File: src/hdl/tbcf_pkg.sv
package tbcf_pkg;

    // polygon store per bank and its index and count widths
    localparam int POLY_DEPTH = 64;
    localparam int IDX_W      = 6;
    localparam int CNT_W      = 7;
    localparam int MAX_TRIS   = 7;
    localparam int LAST_PLANE = 5;

    // configuration register indexes
    localparam logic [2:0] REG_MIN_X = 3'd0;
    localparam logic [2:0] REG_MAX_X = 3'd1;
    localparam logic [2:0] REG_MIN_Y = 3'd2;
    localparam logic [2:0] REG_MAX_Y = 3'd3;
    localparam logic [2:0] REG_MIN_Z = 3'd4;
    localparam logic [2:0] REG_MAX_Z = 3'd5;

    // clip engine sequencer
    typedef enum logic [14:0] {
        S_IDLE  = 15'h0001,
        S_LOAD  = 15'h0002,
        S_PLAST = 15'h0004,
        S_PPREV = 15'h0008,
        S_RD    = 15'h0010,
        S_EVAL  = 15'h0020,
        S_MUL   = 15'h0040,
        S_DIV   = 15'h0080,
        S_WRX   = 15'h0100,
        S_WRC   = 15'h0200,
        S_NEXT  = 15'h0400,
        S_EA    = 15'h0800,
        S_EB    = 15'h1000,
        S_EC    = 15'h2000,
        S_EOUT  = 15'h4000
    } t_state;

    // classifier to queue
    typedef struct packed {
        logic push;
        logic in_box;
    } t_cls;

    // queue head to clip engine
    typedef struct packed {
        logic valid;
        logic in_box;
    } t_qctl;

endpackage

File: src/hdl/tbcf_front.sv
module tbcf_front #(
    parameter int W = 32
) (
    input  logic [9*W-1:0] i_tri,
    input  logic [6*W-1:0] i_box,
    input  logic           i_start,
    input  logic           i_full,
    output tbcf_pkg::t_cls o_cls
);

    logic [5:0][2:0] w_out;
    logic            w_reject;

    // per plane, per vertex: vertex lies outside the plane
    always_comb begin
        for (int p = 0; p < 6; p++) begin
            for (int v = 0; v < 3; v++) begin
                if (p[0] == 1'b0) begin
                    w_out[p][v] = $signed(i_tri[(v*3 + (p >> 1))*W +: W])
                                < $signed(i_box[p*W +: W]);
                end else begin
                    w_out[p][v] = $signed(i_tri[(v*3 + (p >> 1))*W +: W])
                                > $signed(i_box[p*W +: W]);
                end
            end
        end
    end

    // whole triangle outside one plane gives nothing, so drop it here
    always_comb begin
        w_reject = 1'b0;
        for (int p = 0; p < 6; p++) begin
            w_reject = w_reject | (&w_out[p]);
        end
    end

    assign o_cls.push   = i_start & ~i_full & ~w_reject;
    assign o_cls.in_box = ~(|w_out);

endmodule

File: config.mk
export PLATFORM = sky130hd
export DESIGN_NAME = tbcf_front
export DESIGN_NICKNAME = d
export VERILOG_FILES = /design/src/hdl/tbcf_pkg.sv /design/src/hdl/tbcf_front.sv
export SDC_FILE = /design/constraint.sdc
export NUM_CORES = 1
export LEC_CHECK = 0
export BUFFER_PORTS_ARGS = -buffer_cell sky130_fd_sc_hd__buf_2
export CAP_MARGIN = 20
export CORE_AREA = 3 3 186 188
export DETAILED_ROUTE_END_ITERATION = 12
export DIE_AREA = 0 0 189 191
export GPL_TIMING_DRIVEN = 0
export PLACE_DENSITY = 0.75
export SLEW_MARGIN = 20
export SYNTH_ARGS = -nofsm -noshare
export SYNTH_HDL_FRONTEND = slang
export SYNTH_SLANG_ARGS = --single-unit
File: constraint.sdc
create_clock -name vclk -period 3.7
set_clock_uncertainty 0.05 [all_clocks]
set_input_delay 0.555 -clock vclk [all_inputs]
set_output_delay 0.555 -clock vclk [all_outputs]
set_load 0.02 [all_outputs]
==> results.toml <==
[critical_path]
critPathSlowestCell = "or4_1"
required_ns = 3.09
crit_chain = "buf_2, inv_1, ha_4, and4_1, nand4_1, nor3_4, o31ai_4, o211ai_1, mux2i_1, or4_1, nor2_1, and4_1, buf_6"
crit_path_frequent_cell = "and4_1"
crit_family = "simple AND/OR/NAND/NOR gates"
path_class = "input pin to output pin"
crit_path_start_kind = "input pin"
worstPathArrival_ns = 3.24
path_buf_inv = 3
cpPeakStageDelay_ns = 0.54
crit_path_end_kind = "output pin"
crit_fanout = 3

[global_routing]
grt_util_all_layers_pct = 27.18
grt_overflow_total = 0
grt_start_max_net_pins = 6
grt_pass1_vias = 15064
grt_antenna_before_repair = 10
grt_pass1_wl_mm = 79.17

[worst_hold_path]
hold_path_class = "input pin to output pin"

[routing]
avgRoutedWirePerCell_um = 20.15
dr_wl_met2_mm = 25.71
routed.top_layer = "met5"
drt_iter0_drc = 703
ant_nets = 0
dr.pass1.iters = 5
routed_via_density = 5.730
vias = 14954
met1_length_mm = 21.47
drc_errors = 0
route.met3.wl_mm = 3.435
routed_wl_mm = 52.59

[synth]
synthTopCellsByArea = "ha_1 55%, a21oi_1 7.9%, inv_1 5.9%, nand4_1 5.0%, a21o_1 4.4%"
synthesis.area_um2 = 13010
synth-seq-area-share_pct = 0
yosysTopAreaCellShare_pct = 54.54
synth_top_family_by_area = "adder cells"
synth.area.mux_share_pct = 0.9234
syn-num-nets = 2712
yosysUniqueCellTypes = 60
synth-simple-area-share_pct = 16.22
synth_compound_area_share_pct = 22.31
syn_inst = 1663
synth_fa_ha_area_share_pct = 54.54
synth_top_area_cell = "ha_1"
yosysWarnings = 0
syn_avg_cell_area_um2 = 7.822
synth_xor_area_share_pct = 0.06733

[layout]
nClkBuffers = 0
layout-drive-gt1-share_pct = 27.98
design.seq.count = 0
seq_area_um2 = 0
fin_nets = 3210
final_area_um2 = 16650
syn_to_final_growth_pct = 28.02

[sta]
rsz0062_at_grt = "yes"
worst_pin_slew_ns = 0.5134
setup_viol = 1
max_freq_mhz = 259.8
fin_crit_sh_pct = 104.0
worst_slack_ns = -0.1484
slew_headroom_pct = 65.57
min_period_ns = 3.848
hold_viol = 0
drv_slew = 0

[pwr]
leakagePower_nw = 9.394
power_switching_w = 0.001117
ir_drop_mv = 0.06580
p_int_w = 0.0008794
p_seq_share_pct = 0
p_clk_share_pct = 0
power_density_nw_per_um2 = 119.9
switching_share_pct = 55.95
combPwrFrac_pct = 100.0

[floorplan]
num_io_pins = 484
fp.dieW_um = 189
rows = 67
start_util_pct = 39.08
die_area_um2 = 36100
die_height_um = 191
core_um2 = 33280

[job]
maxCapViolCount = 0

[place]
dpl-instance-area_um2 = 15990
dp_slack_ns = -0.5812
io_buffer_count = 484
routabilityCongestion = 1.051
hpwl_mm = 48.30

[run_status]
status = "finished, violations left"
violations = "negative setup slack"

[clocking]
hold_buffers = 0
[stage by stage]
stage	hold WS (ns)	cells	setup TNS, ns	utilization [%]	total power (W)
finish	1.450	2610	-0.1484	50.04	0.001996
global route	1.468	2609	-0.2837	50.03	0.002247
CTS	1.438	2604	-0.1439	49.20	0.001918
detailed placement	1.437	2595	-1.068	48.05	0.001840
global placement	1.449	2595	-1.069	48.05	0.001767
floorplan	1.224	1663	0	-	0.001088
[routing by layer]
layer  up-vias  track usage, %
li1       7356               -
met1      6860           32.49
met2       606           50.08
met5         -               0
met4        10           8.536
met3       122           3.741
[final timing paths]
| path | startpoint | end | slack, ns | cells after the start |
|---|---|---|---|---|
| max | i_box[191] | o_cls[0] | -0.15 | 13 |
| min | i_full | o_cls[1] | 1.45 | 4 |
[placed cells by master, fill, tap and decap left out, types with 4 or more instances in the layout]
cell type  instances
nand2b_1           7
o21ai_0           67
a221o_1            8
inv_1            179
a221oi_1           6
nand3_1           37
nor4_2             4
a211o_1            5
o21ai_2            6
a21oi_2            6
buf_2            482
nor2b_1           19
nand2_1          109
inv_2             27
a21oi_1          201
a211oi_1          15
mux2i_2            4
nand4_1          104
ha_1             552
a21o_1            76
o31ai_1            4
o21a_1             6
nor3_1            20
mux2i_1            6
and4_1             5
nor2_2             4
o211ai_1          16
ha_4              15
o21ai_1            6
buf_4             12
nor2_1            53
nor4_1            11
[logic make-up after synthesis]
| family | after synthesis |
|---|---|
| XOR/XNOR | 1 |
| AND/OR/NAND/NOR | 409 |
| AO/OA/AOI/OAI | 468 |
| adder cells (fa/ha/maj) | 567 |
| multiplexers | 12 |
| buffers and inverters | 206 |
[Yosys cell counts, types with 3 or more instances]
| cell | instances |
|---|---|
| ha_1 | 567 |
| a21oi_1 | 206 |
| inv_1 | 206 |
| nand2_1 | 112 |
| nand4_1 | 104 |
| o21ai_0 | 77 |
| a21o_1 | 76 |
| nor2_1 | 57 |
| nand3_1 | 38 |
| nor3_1 | 22 |
| nor2b_1 | 19 |
| a211oi_1 | 18 |
| nor4_1 | 18 |
| o211ai_1 | 16 |
| mux2i_1 | 12 |
| a221o_1 | 8 |
| o31ai_1 | 8 |
| a221oi_1 | 7 |
| nand2b_1 | 7 |
| a2111oi_0 | 6 |
| and4_1 | 6 |
| o21a_1 | 6 |
| or4_1 | 6 |
| a211o_1 | 5 |
| a31oi_1 | 4 |
| a2111o_1 | 3 |
| a41oi_1 | 3 |
| or3_1 | 3 |
[final cells by class]
cell class	count	area, um^2
diodes	3	7.507
fillers	3222	16630
inverters	206	773.2
multi-input cells	1457	12790
well taps	448	560.5
repair buffers	496	2525
[timing repair]
action | CTS | global route
pin swaps | 22 | 22
setup buffers | 9 | 3
resized for setup | 75 | 55
endpoints found under the setup margin | 2 | 2
[power groups by stage]
| stage | sequential [W] | clock [W] | combinational (W) |
|---|---|---|---|
| detailed placement | 0 | 0 | 0.00184 |
| global route | 0 | 0.0000000000724 | 0.00225 |
| floorplan | 0 | 0 | 0.00109 |
| finish | 0 | 0.000000000109 | 0.00200 |
| global placement | 0 | 0 | 0.00177 |
| CTS | 0 | 0 | 0.00192 |
No activity file was read; power rests on OpenSTA's default activity.
