$ cat config.mk
export PLATFORM = sky130hd
export DESIGN_NAME = tbcf_queue
export DESIGN_NICKNAME = d
export VERILOG_FILES = /design/src/hdl/tbcf_pkg.sv /design/src/hdl/tbcf_queue.sv
export SDC_FILE = /design/constraint.sdc
export NUM_CORES = 1
export LEC_CHECK = 0
export BUFFER_PORTS_ARGS = -buffer_cell sky130_fd_sc_hd__buf_4
export CELL_PAD_IN_SITES_DETAIL_PLACEMENT = 2
export CELL_PAD_IN_SITES_GLOBAL_PLACEMENT = 2
export CORE_MARGIN = 2
export CORE_UTILIZATION = 35
export CTS_CLUSTER_DIAMETER = 60
export CTS_CLUSTER_SIZE = 8
export DETAILED_ROUTE_END_ITERATION = 10
export PLACE_DENSITY_LB_ADDON = 0.1
export SLEW_MARGIN = 40
export SYNTH_ARGS = -nofsm -noshare
export SYNTH_HDL_FRONTEND = slang
export SYNTH_SLANG_ARGS = --single-unit
export TNS_END_PERCENT = 100
$ cat constraint.sdc
create_clock -name i_clk -period 12.45 [get_ports i_clk]
set_input_delay 0 -clock i_clk [delete_from_list [all_inputs] [get_ports i_clk]]
set_output_delay 0 -clock i_clk [all_outputs]
set_load 0.05 [all_outputs]
$ cat src/hdl/tbcf_pkg.sv
package tbcf_pkg;

    // polygon store per bank and its index and count widths
    localparam int POLY_DEPTH = 64;
    localparam int IDX_W      = 6;
    localparam int CNT_W      = 7;
    localparam int MAX_TRIS   = 7;
    localparam int LAST_PLANE = 5;

    // configuration register indexes
    localparam logic [2:0] REG_MIN_X = 3'd0;
    localparam logic [2:0] REG_MAX_X = 3'd1;
    localparam logic [2:0] REG_MIN_Y = 3'd2;
    localparam logic [2:0] REG_MAX_Y = 3'd3;
    localparam logic [2:0] REG_MIN_Z = 3'd4;
    localparam logic [2:0] REG_MAX_Z = 3'd5;

    // clip engine sequencer
    typedef enum logic [14:0] {
        S_IDLE  = 15'h0001,
        S_LOAD  = 15'h0002,
        S_PLAST = 15'h0004,
        S_PPREV = 15'h0008,
        S_RD    = 15'h0010,
        S_EVAL  = 15'h0020,
        S_MUL   = 15'h0040,
        S_DIV   = 15'h0080,
        S_WRX   = 15'h0100,
        S_WRC   = 15'h0200,
        S_NEXT  = 15'h0400,
        S_EA    = 15'h0800,
        S_EB    = 15'h1000,
        S_EC    = 15'h2000,
        S_EOUT  = 15'h4000
    } t_state;

    // classifier to queue
    typedef struct packed {
        logic push;
        logic in_box;
    } t_cls;

    // queue head to clip engine
    typedef struct packed {
        logic valid;
        logic in_box;
    } t_qctl;

endpackage

$ cat src/hdl/tbcf_queue.sv
module tbcf_queue #(
    parameter int W = 32
) (
    input  logic             i_clk,
    input  logic             i_rst_n,
    input  tbcf_pkg::t_cls   i_cls,
    input  logic [9*W-1:0]   i_data,
    input  logic             i_pop,
    output logic             o_full,
    output tbcf_pkg::t_qctl  o_ctl,
    output logic [9*W-1:0]   o_data
);

    logic [9*W-1:0] r_data [2];
    logic [1:0]     r_inside;
    logic           r_wp;
    logic           r_rp;
    logic [1:0]     r_cnt;

    // two-entry triangle queue
    always_ff @(posedge i_clk) begin
        if (!i_rst_n) begin
            r_wp  <= 1'b0;
            r_rp  <= 1'b0;
            r_cnt <= 2'd0;
        end else begin
            if (i_cls.push) begin
                r_data[r_wp]   <= i_data;
                r_inside[r_wp] <= i_cls.in_box;
                r_wp           <= ~r_wp;
            end
            if (i_pop) begin
                r_rp <= ~r_rp;
            end
            r_cnt <= r_cnt + {1'b0, i_cls.push} - {1'b0, i_pop};
        end
    end

    assign o_full       = r_cnt[1];
    assign o_ctl.valid  = r_cnt != 2'd0;
    assign o_ctl.in_box = r_inside[r_rp];
    assign o_data       = r_data[r_rp];

endmodule

==> flow_summary_export.csv <==
group,metric,value,unit
run_status,outcome,"completed",
critical_path,path_buf_inv,6,
clock_tree,cts_tree,"yes",
route,postRouteAntennaNets,0,
clock_tree,cts_buffers,83,
synth,synth.avg_cell_area,23.82,µm²
hold_path,hold_class,"in2reg",
critical_path,crit_top_cell,"buf_12",
sta,tns,0,ps
sta,slew_headroom,46.22,%
floorplan,dieArea,64620,µm²
clock_tree,cts.path.max_buffers,3,
floorplan,chipWidth,254.2,µm
sta,fin_skew,15.22,ps
floorplan,core,61830,µm²
finish,utilization,52.54,%
synth,syn-cell-area,21910,µm²
hold_path,min_from,"i_data[264]",
placed_design,dpl.hpwl,40930,µm
job,drv_cap,0,
synth,synth-seq-cells,583,
route,num_vias,12299,
critical_path,worst_setup_path_start_kind,"flop",
sta,hold_slack,113.1,ps
floorplan,rows,91,
clock_tree,root_buffer,"clkbuf_16",
global_route,first_global_vias,14388,
pwr,power_leakage,12.51,nW
synth,syn_nets,1215,
route,drt_iter0_drc,420,
synth,synthCells,920,
sta,max_clock_freq,320.6,MHz
critical_path,endpoint_kind,"output port",
sta,rsz0062_at_grt,"no",
sta,finalCritPeriodShare,25.06,%
global_route,grt_overflow,0,
critical_path,path_delay_family,"buffers and inverters",
clock_tree,clock_sinks,583,
synth,synth-seq-area-share,79.67,%
clock_tree,cts_setup_buffers,0,
critical_path,r2r_start,"r_wp",
clock_tree,clk_pin_slew_worst_paths,50,ps
synth,yosysWarnings,0,
sta,fin_crit,3120,ps
clock_tree,cts_resized,0,
route,viasPerCell,4.523,
placed_design,placed_area,27290,µm²
finish,fillCellCount,5426,
global_route,antenna_found_initial,9,
floorplan,die_h,254.2,µm
placed_design,port_buffers,583,
sta,finalHoldViolCount,0,
critical_path,path_class,"reg2out",
critical_path,cp_cell_sequence,"buf_12 -> buf_12 -> buf_12 -> buf_16 -> buf_16 -> mux2_2 -> buf_4",
global_route,grt_max_degree,88,
synth,synth_cell_types,16,
route,routed_wl,65480,µm
critical_path,critPathMaxStageDelay,440,ps
finish,regArea,17460,µm²
finish,multiInputGateArea,4138,µm²
floorplan,ios,584,
critical_path,cp_max_fo,65,
floorplan,start_util,35.44,%
critical_path,cp_slowest_cell,"buf_16",
placed_design,place.gp.congestion,0.7480,
pwr,powerDensity,160.3,nW/µm²
finish,area_delta_synth_final,48.24,%
finish,finalNetCount,2159,
critical_path,critPathRequiredTime,12450,ps
route,firstDrtPassIters,4,
finish,layout-drive-gt1-share,52.26,%
critical_path,arrival,3120,ps
sta,worstMarginPinSlew,806.7,ps
route,wl_per_cell,24.08,µm
sta,setup_viol,0,
global_route,grt_pass1_wl,93700,µm
global_route,grtUsageTotal,19.91,%
sta,final-max-slew-violation-count,0,
route,drc,0,
pwr,vdd_ir_drop_max,0.0001076,V
finish,design_area,32480,µm²
clock_tree,cts.htree.levels,3,
clock_tree,clkLatencyLatePin,610,ps
## synth_stat cells
master / n / area [µm²]
and2_1: 4 / 25.02
and3_1: 1 / 6.260
buf_2: 6 / 30.03
buf_6: 26 / 292.8
dfxtp_1: 5 / 100.1
edfxtp_1: 578 / 17360
ha_1: 2 / 25.02
inv_1: 2 / 7.510
mux2_2: 88 / 991.0
mux2_4: 201 / 3018
nand2_1: 1 / 3.750
nor2_1: 1 / 3.750
nor2b_1: 1 / 6.260
or2_2: 1 / 6.260
xnor3_1: 1 / 22.52
xor2_1: 2 / 17.52
## worst reg2reg max path, cell delays in order (launching register included)
cell	delay [ps]
dfxtp_1	420
and3_4	520
buf_12	450
buf_16	510
## path summary, 6_finish.rpt
check | endpoint | slack [ps] | depth (start not counted)
worst min-delay path | r_data[1][264] | 110 | 2
worst min register to register | flop | 620 | 2
worst max-delay path | o_data[273] | 9330 | 7
worst max register to register | r_data[1][61] | 10080 | 3
## flip-flops by register name, indices dropped and copies added (netlist names), named ones only
register / cells
r_data: 576
r_inside: 2
r_cnt: 2
r_rp: 1
r_wp: 1
## power by group
group	leakage, nW	switching (W)	total (W)	internal [W]
clock network	1.10	0.000806	0.00202	0.00122
logic	6.05	0.000544	0.000909	0.000364
registers	5.35	0.0000216	0.00227	0.00225
## cells in the final DEF, fill, tap and decap left out
cell / synthesis / layout
buf_4: 0 / 584
edfxtp_1: 578 / 578
dlygate4sd3_1: 0 / 293
mux2_4: 201 / 201
mux2_2: 88 / 88
clkbuf_16: 0 / 86
clkbuf_1: 0 / 8
buf_12: 0 / 5
buf_6: 26 / 5
and2_1: 4 / 4
dfxtp_1: 5 / 4
diode_2: 0 / 3
clkinv_8: 0 / 3
buf_16: 0 / 3
inv_1: 2 / 2
xor2_1: 2 / 2
ha_1: 2 / 2
and3_4: 0 / 1
nand2_1: 1 / 1
nor2_4: 0 / 1
or2_2: 1 / 1
xnor3_1: 1 / 1
nor2b_1: 1 / 1
dfxtp_4: 0 / 1
clkinv_1: 0 / 1
inv_6: 0 / 1
clkinv_4: 0 / 1
clkbuf_8: 0 / 1
## metal layers
metal  up-vias  track usage, %  wire length (µm)
li1       5536               -                 -
met2       382           37.21             35960
met5         -               0                54
met3       142           5.715              4241
met1      6231           20.57             22510
met4         8           8.840              2710
## final cells by class
cell class              instances  share of cell area [%]
diodes                          3                 0.02311
clock buffers                  94                   6.718
clock inverters                 6                  0.2157
inverters                       2                 0.02311
multi-input cells             303                   12.74
flip-flops and latches        583                   53.75
well taps                     837                   3.224
repair buffers                891                   23.30
## cell families (layout without fill, tap and decap cells)
kind of cell | count (synthesis) | in the layout | share of synthesized area (%)
adder cells (fa/ha/maj) | 2 | 2 | 0.1142
other | 0 | 3 | 0
XOR/XNOR | 3 | 3 | 0.1827
flip-flops | 583 | 583 | 79.67
buffers and inverters | 34 | 993 | 1.507
multiplexers | 289 | 289 | 18.29
AND/OR/NAND/NOR | 9 | 9 | 0.2341
## repair_timing
action | CTS | global route
endpoints found under the setup margin | 0 | 0
hold endpoints to repair | 583 | 0
hold buffers | 293 | 0
## stage by stage
stage	worst slack [ps]	cells	power, W
5_1_grt	9161	2719	0.005372
6_report	9330	2719	0.005205
3_5_place_dp	9880	2323	0.003133
2_1_floorplan	4072	920	0.002869
3_3_place_gp	9609	2317	0.003113
4_1_cts	9236	2716	0.005253
Note: power is estimated with default switching activity, not from simulation.
